==> src/sv/gsr_pkg.sv <==
// ----------------------------------------------------------------------------
// gsr_pkg
// Shared constants, operation codes and control types of the slot registry.
// ----------------------------------------------------------------------------
package gsr_pkg;

  localparam int DEF_CHANNEL_COUNT     = 64;
  localparam int DEF_SLOTS_PER_CHANNEL = 8;

  // Fixed field widths of the transfer payloads.
  localparam int OP_W        = 2;
  localparam int CH_W        = 8;
  localparam int HSLOT_W     = 4;
  localparam int GEN_W       = 32;
  localparam int TOTAL_OUT_W = 10;
  localparam int INUSE_OUT_W = 7;
  localparam int REJ_W       = 32;

  typedef enum logic [OP_W-1:0] {
    OP_SUBSCRIBE   = 2'd0,
    OP_UNSUBSCRIBE = 2'd1,
    OP_CLEAR       = 2'd2
  } op_t;

  // Controls from the sequencer to the row store.
  typedef struct packed {
    logic rd_en;
    logic wr_en;
    logic clear_all;
  } store_ctl_t;

endpackage

==> src/sv/gsr_channels.sv <==
// ----------------------------------------------------------------------------
// gsr_channels
// Request and response channel interfaces of the slot registry.
// ----------------------------------------------------------------------------
interface gsr_req_if import gsr_pkg::*; ();
  logic               valid;
  logic               ready;
  logic [OP_W-1:0]    operation;
  logic [CH_W-1:0]    channel;
  logic [HSLOT_W-1:0] handle_slot;
  logic [GEN_W-1:0]   handle_generation;
  logic               handle_active;

  modport source (output valid, operation, channel, handle_slot, handle_generation,
                  handle_active, input ready);
  modport sink   (input valid, operation, channel, handle_slot, handle_generation,
                  handle_active, output ready);
endinterface

interface gsr_rsp_if import gsr_pkg::*; ();
  logic                   valid;
  logic                   ready;
  logic                   accepted;
  logic [CH_W-1:0]        out_channel;
  logic [HSLOT_W-1:0]     out_slot;
  logic [GEN_W-1:0]       out_generation;
  logic                   out_active;
  logic [TOTAL_OUT_W-1:0] total_handlers;
  logic [INUSE_OUT_W-1:0] channels_in_use;
  logic [REJ_W-1:0]       rejected_count;

  modport source (output valid, accepted, out_channel, out_slot, out_generation,
                  out_active, total_handlers, channels_in_use, rejected_count,
                  input ready);
  modport sink   (input valid, accepted, out_channel, out_slot, out_generation,
                  out_active, total_handlers, channels_in_use, rejected_count,
                  output ready);
endinterface

==> src/sv/gsr_ctrl.sv <==
// ----------------------------------------------------------------------------
// gsr_ctrl
// Sequencer: reads a channel row, updates it, writes it back when it changes, forms the result.
// ----------------------------------------------------------------------------
module gsr_ctrl import gsr_pkg::*; #(
  parameter int CHANNEL_COUNT     = DEF_CHANNEL_COUNT,
  parameter int SLOTS_PER_CHANNEL = DEF_SLOTS_PER_CHANNEL,
  localparam int CW = (CHANNEL_COUNT > 1) ? $clog2(CHANNEL_COUNT) : 1
) (
  input  logic                                     clk,
  input  logic                                     rst,
  gsr_req_if.sink                                  req,
  gsr_rsp_if.source                                rsp,
  output store_ctl_t                               store_ctl,
  output logic [CW-1:0]                            rd_addr,
  output logic [CW-1:0]                            wr_addr,
  output logic [SLOTS_PER_CHANNEL-1:0]             wr_occ,
  output logic [SLOTS_PER_CHANNEL-1:0][GEN_W-1:0]  wr_gen,
  input  logic [SLOTS_PER_CHANNEL-1:0]             rd_occ,
  input  logic [SLOTS_PER_CHANNEL-1:0][GEN_W-1:0]  rd_gen
);

  localparam int SW = (SLOTS_PER_CHANNEL > 1) ? $clog2(SLOTS_PER_CHANNEL) : 1;
  localparam int TW = $clog2(CHANNEL_COUNT * SLOTS_PER_CHANNEL + 1);
  localparam int MW = $clog2(CHANNEL_COUNT + 1);

  typedef enum logic {S_IDLE, S_EXEC} state_t;

  state_t             state;
  logic [OP_W-1:0]    op_q;
  logic [CH_W-1:0]    ch_q;
  logic [HSLOT_W-1:0] hslot_q;
  logic [GEN_W-1:0]   hgen_q;
  logic               hact_q;

  logic [GEN_W-1:0]   next_gen;
  logic [MW-1:0]      mark;
  logic [REJ_W-1:0]   rej;
  logic [TW-1:0]      total;

  logic               rsp_valid_q;
  logic               o_acc_q;
  logic [CH_W-1:0]    o_ch_q;
  logic [HSLOT_W-1:0] o_slot_q;
  logic [GEN_W-1:0]   o_gen_q;
  logic               o_act_q;
  logic [TW-1:0]      o_total_q;
  logic [MW-1:0]      o_mark_q;
  logic [REJ_W-1:0]   o_rej_q;

  logic               req_ready;
  logic               req_xfer;
  logic               in_ch_ok;

  logic               wr_c;
  logic               clr_c;
  logic [GEN_W-1:0]   next_gen_next;
  logic [MW-1:0]      mark_next;
  logic [REJ_W-1:0]   rej_next;
  logic [TW-1:0]      total_next;
  logic               acc_c;
  logic [CH_W-1:0]    o_ch_c;
  logic [HSLOT_W-1:0] o_slot_c;
  logic [GEN_W-1:0]   o_gen_c;
  logic               o_act_c;

  // One item at a time; take a new one once the result register can be loaded.
  assign req_ready = (state == S_IDLE) && (!rsp_valid_q || rsp.ready);
  assign req_xfer  = req.valid && req_ready;
  assign req.ready = req_ready;

  // Row read is issued at the transfer of the request.
  assign in_ch_ok = {1'b0, req.channel} < 9'(CHANNEL_COUNT);
  assign rd_addr  = in_ch_ok ? req.channel[CW-1:0] : '0;
  assign wr_addr  = ch_q[CW-1:0];

  assign store_ctl.rd_en     = req_xfer;
  assign store_ctl.wr_en     = (state == S_EXEC) && wr_c;
  assign store_ctl.clear_all = (state == S_EXEC) && clr_c;

  // Row update and counter arithmetic, evaluated while the row data is valid.
  always_comb begin
    logic          ch_ok;
    logic          slot_ok;
    logic          found;
    logic [SW-1:0] free_idx;
    logic [SW-1:0] hs_idx;

    ch_ok    = {1'b0, ch_q} < 9'(CHANNEL_COUNT);
    slot_ok  = {1'b0, hslot_q} < 5'(SLOTS_PER_CHANNEL);
    hs_idx   = hslot_q[SW-1:0];
    found    = 1'b0;
    free_idx = '0;
    // Lowest free slot of the row.
    for (int s = SLOTS_PER_CHANNEL - 1; s >= 0; s--) begin
      if (!rd_occ[s]) begin
        found    = 1'b1;
        free_idx = SW'(s);
      end
    end

    wr_c          = 1'b0;
    clr_c         = 1'b0;
    wr_occ        = rd_occ;
    wr_gen        = rd_gen;
    next_gen_next = next_gen;
    mark_next     = mark;
    rej_next      = rej;
    total_next    = total;
    acc_c         = 1'b0;
    o_ch_c        = '0;
    o_slot_c      = '0;
    o_gen_c       = '0;
    o_act_c       = 1'b0;

    case (op_q)
      OP_SUBSCRIBE: begin
        if (ch_ok && found) begin
          wr_c             = 1'b1;
          wr_occ[free_idx] = 1'b1;
          wr_gen[free_idx] = next_gen;
          next_gen_next    = next_gen + 1'b1;
          total_next       = total + 1'b1;
          // A nonempty channel always sits below the mark, so a plain max works.
          if (32'(ch_q) >= 32'(mark)) begin
            mark_next = MW'(32'(ch_q) + 32'd1);
          end
          acc_c    = 1'b1;
          o_ch_c   = ch_q;
          o_slot_c = HSLOT_W'(free_idx);
          o_gen_c  = next_gen;
          o_act_c  = 1'b1;
        end else begin
          rej_next = rej + 1'b1;
        end
      end
      OP_UNSUBSCRIBE: begin
        if (hact_q && ch_ok && slot_ok && rd_occ[hs_idx] && (rd_gen[hs_idx] == hgen_q)) begin
          wr_c           = 1'b1;
          wr_occ[hs_idx] = 1'b0;
          total_next     = total - 1'b1;
          acc_c          = 1'b1;
        end
      end
      OP_CLEAR: begin
        clr_c      = 1'b1;
        mark_next  = '0;
        rej_next   = '0;
        total_next = '0;
      end
      default: begin
      end
    endcase
  end

  // Sequencer state, counters and the result register.
  always_ff @(posedge clk) begin
    if (rst) begin
      state       <= S_IDLE;
      rsp_valid_q <= 1'b0;
      next_gen    <= GEN_W'(1);
      mark        <= '0;
      rej         <= '0;
      total       <= '0;
    end else begin
      if (rsp_valid_q && rsp.ready) begin
        rsp_valid_q <= 1'b0;
      end
      case (state)
        S_IDLE: begin
          if (req_xfer) begin
            op_q    <= req.operation;
            ch_q    <= req.channel;
            hslot_q <= req.handle_slot;
            hgen_q  <= req.handle_generation;
            hact_q  <= req.handle_active;
            state   <= S_EXEC;
          end
        end
        S_EXEC: begin
          next_gen    <= next_gen_next;
          mark        <= mark_next;
          rej         <= rej_next;
          total       <= total_next;
          rsp_valid_q <= 1'b1;
          o_acc_q     <= acc_c;
          o_ch_q      <= o_ch_c;
          o_slot_q    <= o_slot_c;
          o_gen_q     <= o_gen_c;
          o_act_q     <= o_act_c;
          o_total_q   <= total_next;
          o_mark_q    <= mark_next;
          o_rej_q     <= rej_next;
          state       <= S_IDLE;
        end
        default: begin
          state <= S_IDLE;
        end
      endcase
    end
  end

  assign rsp.valid           = rsp_valid_q;
  assign rsp.accepted        = o_acc_q;
  assign rsp.out_channel     = o_ch_q;
  assign rsp.out_slot        = o_slot_q;
  assign rsp.out_generation  = o_gen_q;
  assign rsp.out_active      = o_act_q;
  assign rsp.total_handlers  = TOTAL_OUT_W'(o_total_q);
  assign rsp.channels_in_use = INUSE_OUT_W'(o_mark_q);
  assign rsp.rejected_count  = o_rej_q;

endmodule

==> src/flat_wrapper.sv <==
// flat-port wrapper written by rule: the top's interface ports become plain ports
module gsr_ctrl_flat import gsr_pkg::*;
#(
  parameter int CHANNEL_COUNT     = DEF_CHANNEL_COUNT,
  parameter int SLOTS_PER_CHANNEL = DEF_SLOTS_PER_CHANNEL,
  localparam int CW = (CHANNEL_COUNT > 1) ? $clog2(CHANNEL_COUNT) : 1
)
  (clk, rst, store_ctl, rd_addr, wr_addr, wr_occ, wr_gen, rd_occ, rd_gen, req_valid, req_operation, req_channel, req_handle_slot, req_handle_generation, req_handle_active, req_ready, rsp_valid, rsp_accepted, rsp_out_channel, rsp_out_slot, rsp_out_generation, rsp_out_active, rsp_total_handlers, rsp_channels_in_use, rsp_rejected_count, rsp_ready);
  gsr_req_if req_i ();
  gsr_rsp_if rsp_i ();
  input  logic clk;
  input  logic rst;
  output store_ctl_t store_ctl;
  output logic [CW-1:0] rd_addr;
  output logic [CW-1:0] wr_addr;
  output logic [SLOTS_PER_CHANNEL-1:0] wr_occ;
  output logic [SLOTS_PER_CHANNEL-1:0][GEN_W-1:0] wr_gen;
  input  logic [SLOTS_PER_CHANNEL-1:0] rd_occ;
  input  logic [SLOTS_PER_CHANNEL-1:0][GEN_W-1:0] rd_gen;
  input wire logic [$bits(req_i.valid)-1:0] req_valid;
  input wire logic [$bits(req_i.operation)-1:0] req_operation;
  input wire logic [$bits(req_i.channel)-1:0] req_channel;
  input wire logic [$bits(req_i.handle_slot)-1:0] req_handle_slot;
  input wire logic [$bits(req_i.handle_generation)-1:0] req_handle_generation;
  input wire logic [$bits(req_i.handle_active)-1:0] req_handle_active;
  output wire logic [$bits(req_i.ready)-1:0] req_ready;
  output wire logic [$bits(rsp_i.valid)-1:0] rsp_valid;
  output wire logic [$bits(rsp_i.accepted)-1:0] rsp_accepted;
  output wire logic [$bits(rsp_i.out_channel)-1:0] rsp_out_channel;
  output wire logic [$bits(rsp_i.out_slot)-1:0] rsp_out_slot;
  output wire logic [$bits(rsp_i.out_generation)-1:0] rsp_out_generation;
  output wire logic [$bits(rsp_i.out_active)-1:0] rsp_out_active;
  output wire logic [$bits(rsp_i.total_handlers)-1:0] rsp_total_handlers;
  output wire logic [$bits(rsp_i.channels_in_use)-1:0] rsp_channels_in_use;
  output wire logic [$bits(rsp_i.rejected_count)-1:0] rsp_rejected_count;
  input wire logic [$bits(rsp_i.ready)-1:0] rsp_ready;
  assign req_i.valid = req_valid;
  assign req_i.operation = req_operation;
  assign req_i.channel = req_channel;
  assign req_i.handle_slot = req_handle_slot;
  assign req_i.handle_generation = req_handle_generation;
  assign req_i.handle_active = req_handle_active;
  assign req_ready = req_i.ready;
  assign rsp_valid = rsp_i.valid;
  assign rsp_accepted = rsp_i.accepted;
  assign rsp_out_channel = rsp_i.out_channel;
  assign rsp_out_slot = rsp_i.out_slot;
  assign rsp_out_generation = rsp_i.out_generation;
  assign rsp_out_active = rsp_i.out_active;
  assign rsp_total_handlers = rsp_i.total_handlers;
  assign rsp_channels_in_use = rsp_i.channels_in_use;
  assign rsp_rejected_count = rsp_i.rejected_count;
  assign rsp_i.ready = rsp_ready;
  gsr_ctrl #(.CHANNEL_COUNT(CHANNEL_COUNT), .SLOTS_PER_CHANNEL(SLOTS_PER_CHANNEL)) u_core (.clk(clk), .rst(rst), .req(req_i), .rsp(rsp_i), .store_ctl(store_ctl), .rd_addr(rd_addr), .wr_addr(wr_addr), .wr_occ(wr_occ), .wr_gen(wr_gen), .rd_occ(rd_occ), .rd_gen(rd_gen));
endmodule
==> config.mk <==
export PLATFORM = sky130hd
export DESIGN_NAME = gsr_ctrl_flat
export DESIGN_NICKNAME = d
export VERILOG_FILES = /design/src/sv/gsr_pkg.sv /design/src/sv/gsr_channels.sv /design/src/sv/gsr_ctrl.sv /design/src/flat_wrapper.sv
export SDC_FILE = /design/constraint.sdc
export NUM_CORES = 1
export LEC_CHECK = 0
export ABC_AREA = 1
export BUFFER_PORTS_ARGS = -buffer_cell sky130_fd_sc_hd__buf_2
export CELL_PAD_IN_SITES_DETAIL_PLACEMENT = 1
export CELL_PAD_IN_SITES_GLOBAL_PLACEMENT = 1
export CORE_AREA = 2 2 273 275
export CTS_CLUSTER_SIZE = 10
export DETAILED_ROUTE_END_ITERATION = 7
export DIE_AREA = 0 0 275 277
export PLACE_DENSITY = 0.72
export SYNTH_ARGS = -nofsm -noshare
export SYNTH_HDL_FRONTEND = slang
export SYNTH_SLANG_ARGS = --single-unit
==> constraint.sdc <==
create_clock -name clk -period 12.6 [get_ports clk]
set_input_delay 0.63 -clock clk [delete_from_list [all_inputs] [get_ports clk]]
set_output_delay 0.63 -clock clk [all_outputs]
set_load 0.1 [all_outputs]
==> flow_summary.yaml <==
cts:
  cts.clk_slew.worst_paths_ps: 60
  post-cts-setup-buffers: 0
  numCtsBuffers: 31
  cts_resized: 0
  htree_levels: 1
  cts_buffer_depth: 3
  cts_tree: "yes"
  clock_sinks: 224
  cts-root-buf: "clkbuf_16"
  insertion_delay_ps: 600
  hold_buffers: 0
placement:
  port_buffers: 689
  place.gp.congestion: 0.937
  place_inst: 4286
  place_hpwl_mm: 79.6
synth:
  yosys.area.top_type: "edfxtp_1"
  ys_top_cells_by_area: "edfxtp_1 25%, nand2_1 21%, dfxtp_1 9.6%"
  synth-seq-area-share_pct: 34.2
  synth_top_area_share_pct: 24.6
  ys_warn_count: 0
  syn_area_mm2: 0.0172
  syn_inst: 2752
  ys_types: 57
  synth_area_per_cell_um2: 6.27
  ys_seq_elements: 224
floorplan:
  die_area_mm2: 0.0762
  fp.dieH_um: 277
  coreArea_mm2: 0.0736
  io_pins: 691
  die_width_um: 275
  initial_utilization_pct: 23.4
  placementRows: 100
power:
  p_per_area_mw_per_mm2: 114
  p_total_uw: 2550
  pwr-share-comb_pct: 32.9
  clkPwrFrac_pct: 34.7
  seqPwrFrac_pct: 32.4
  internal_power_uw: 1480
  peakVddDrop_mv: 0.0857
  power_switching_uw: 1070
  p_leak_uw: 0.0117
  switching_share_pct: 41.9
timing:
  skew_ps: 11.2
  slew_headroom_pct: 35.7
  rsz0062_at_grt: "false"
  final_max_slew_viol_count: 0
  fmax_mhz: 175
  period_needed_ps: 5720
  setup_tns_ps: 0
  timing.final.crit_share_pct: 45.4
  tightest_slew_ps: 964
  setup_violations: 0
  finalHoldViolations: 0
critical_path:
  startpoint_type: "flop"
  r2r_cells: 17
  worstPathMaxFanout: 86
  required_ps: 11970
  critPathCaptureType: "output port"
  r2r_slack_ps: 8290
  timing.rr.start: "u_core.hslot_q[0]"
  rr_endpoint: "u_core.rsp.total_handlers[5]"
  cp.arrival_ps: 5090
  path_class: "flop to output port"
drt:
  drc_errors: 0
  vias: 21300
  vias_per_cell: 4.89
  dr.first_iter.drc_count: 1524
  antenna_left: 0
  drt_pass1_iterations: 5
  routed_wl_mm: 102
  detail_route.wl_per_cell_um: 23.3
worst_hold_path:
  hp-class: "input port to flop"
  worst_hold_startpoint: "req_handle_generation[12]"
  min_to: "u_core.hgen_q[12]"
  holdPathStages: 1
grt:
  grt_pass1_vias: 20600
  antenna_found_initial: 19
  grt_overflow: 0
  grt_pass1_wl_mm: 143
  grt_usage_pct: 25.5
  grt_max_degree: 87
final_layout:
  num-nets-final: 3677
  final_cells: 4354
  drive_above_1_share_pct: 24.2
  fillCellCount: 9692
  areaGrowthSynthToFinish_pct: 29.8
status:
  status: "finished, final reports clean"
run:
  max_cap_viol_count: 0
[worst max-delay path, stage by stage (launching register included)]
cell and delay (ps):
edfxtp_1 420, buf_4 600, buf_4 780, nand2_1 110, nand3_1 210, nand2_1 140, o21bai_2 170, nand3_1 110
nor2_1 260, nand3_1 150, nor2_2 360, nand2_4 170, o21ai_0 170, o21ai_0 230, buf_2 370
[power groups by stage]
stage / clock, uW / sequential [uW] / combinational, uW
6_report: 885 / 825 / 838
5_1_grt: 938 / 828 / 885
4_1_cts: 917 / 825 / 839
3_5_place_dp: 0 / 840 / 836
3_3_place_gp: 0 / 840 / 831
2_1_floorplan: 0 / 890 / 568
[cell type report]
class | count | area [um2] | area share, %
clock inverters | 8 | 78.8 | 0.352
multi-input cells | 1988 | 9120 | 40.7
inverters | 387 | 1460 | 6.52
diodes | 10 | 25.0 | 0.112
clock buffers | 50 | 927 | 4.14
well taps | 969 | 1210 | 5.42
flip-flops and latches | 224 | 5900 | 26.3
repair buffers | 718 | 3670 | 16.4
[stage by stage]
stage	utilization (%)	hold WS, ps	worst slack, ps	area, um2
floorplan	-	484	7230	17300
global placement	29.0	508	7570	21400
detailed placement	29.0	515	7510	21400
CTS	30.4	154	6840	22400
global route	30.4	173	6490	22400
finish	30.4	199	6880	22400
[worst max-delay path by stage]
stage | from | to | slack (ps) | cells past startpoint
5_1_grt | u_core.hslot_q[0] | wr_occ[0] | 6490 | 15
2_1_floorplan | rst | u_core.rsp.accepted | 7230 | 2
4_1_cts | u_core.hslot_q[0] | wr_occ[0] | 6840 | 16
6_report | u_core.hslot_q[0] | wr_occ[0] | 6880 | 14
3_3_place_gp | u_core.hslot_q[0] | wr_occ[0] | 7570 | 16
3_5_place_dp | u_core.hslot_q[0] | wr_occ[0] | 7510 | 16
[cell usage in the layout, fill, tap and decap left out, types with 7 or more instances in the layout]
master     synthesis  routed
nor2_1           203     200
ha_1              12      12
dfxtp_1           83      83
o21ai_1           22      22
o211ai_1          10      10
clkbuf_16          0      31
a21oi_1           88      88
diode_2            0      10
mux2i_1           16      16
nor2_4             5       7
clkinv_1           8      10
edfxtp_1         141     141
nand2_2            2       8
inv_2              9       9
clkbuf_1         100      11
inv_1            368     367
xor2_1            25      25
nor3_1            56      56
buf_4             11      29
nor4_1            16      16
nand4_1           32      32
nand2_1          967     961
clkbuf_8           0       8
o21ai_0          331     331
buf_2             20     689
nand3_1          135     135
[per-layer routing]
layer  wire (um)  share of wire, %  global-route usage, %  vias to the layer above
met5          61             0.060                      0                        -
met4        3040               3.0                   7.05                       10
met3        7010               6.9                   4.36                      160
met2       47800                47                   43.1                      795
met1       43600                43                   33.2                    10300
li1            -                 -                      -                     9989
[registers in the layout, indices dropped and copies added (netlist names), 2 cells and up]
register                    count
u_core.mark                     7
u_core.hslot_q                  4
u_core.op_q                     2
u_core.hgen_q                  32
u_core.rsp.out_channel          8
u_core.rsp.out_slot             3
u_core.rsp.total_handlers      10
u_core.rej                     32
u_core.rsp.channels_in_use      7
u_core.ch_q                     8
u_core.rsp.rejected_count      32
u_core.rsp.out_generation      32
u_core.total                   10
u_core.next_gen                32
[synthesized netlist by cell type, drive strengths merged]
master and n:
mux2i 16, nand2 970, inv 379, nor4 19, o31ai 2, edfxtp 141, nor2 211, conb 1
nand4 33, o21a 1, a31oi 6, o21bai 10, a221oi 1, and3 1, or2 8, o22ai 5
nor3 61, a211oi 3, buf 55, o21ai 353, clkinv 8, xnor2 2, a21oi 89, xor2 25
o211ai 11, nor3b 3, a22oi 2, o32ai 1, nand3b 3, clkbuf 100, a21o 1, dfxtp 83
nand3 136, ha 12
[logic make-up (layout without fill, tap and decap cells)]
kind of cell	Yosys count	count (layout)	synth area share (%)
AND/OR/NAND/NOR	1445	1445	34.7
flip-flops	224	224	34.2
multiplexers	16	16	0.929
XOR/XNOR	27	27	1.37
AO/OA/AOI/OAI	485	485	14.8
buffers and inverters	542	1163	13.2
adder cells (fa/ha/maj)	12	12	0.871
other	1	13	0.0217
No activity file was read; power rests on OpenSTA's default activity.
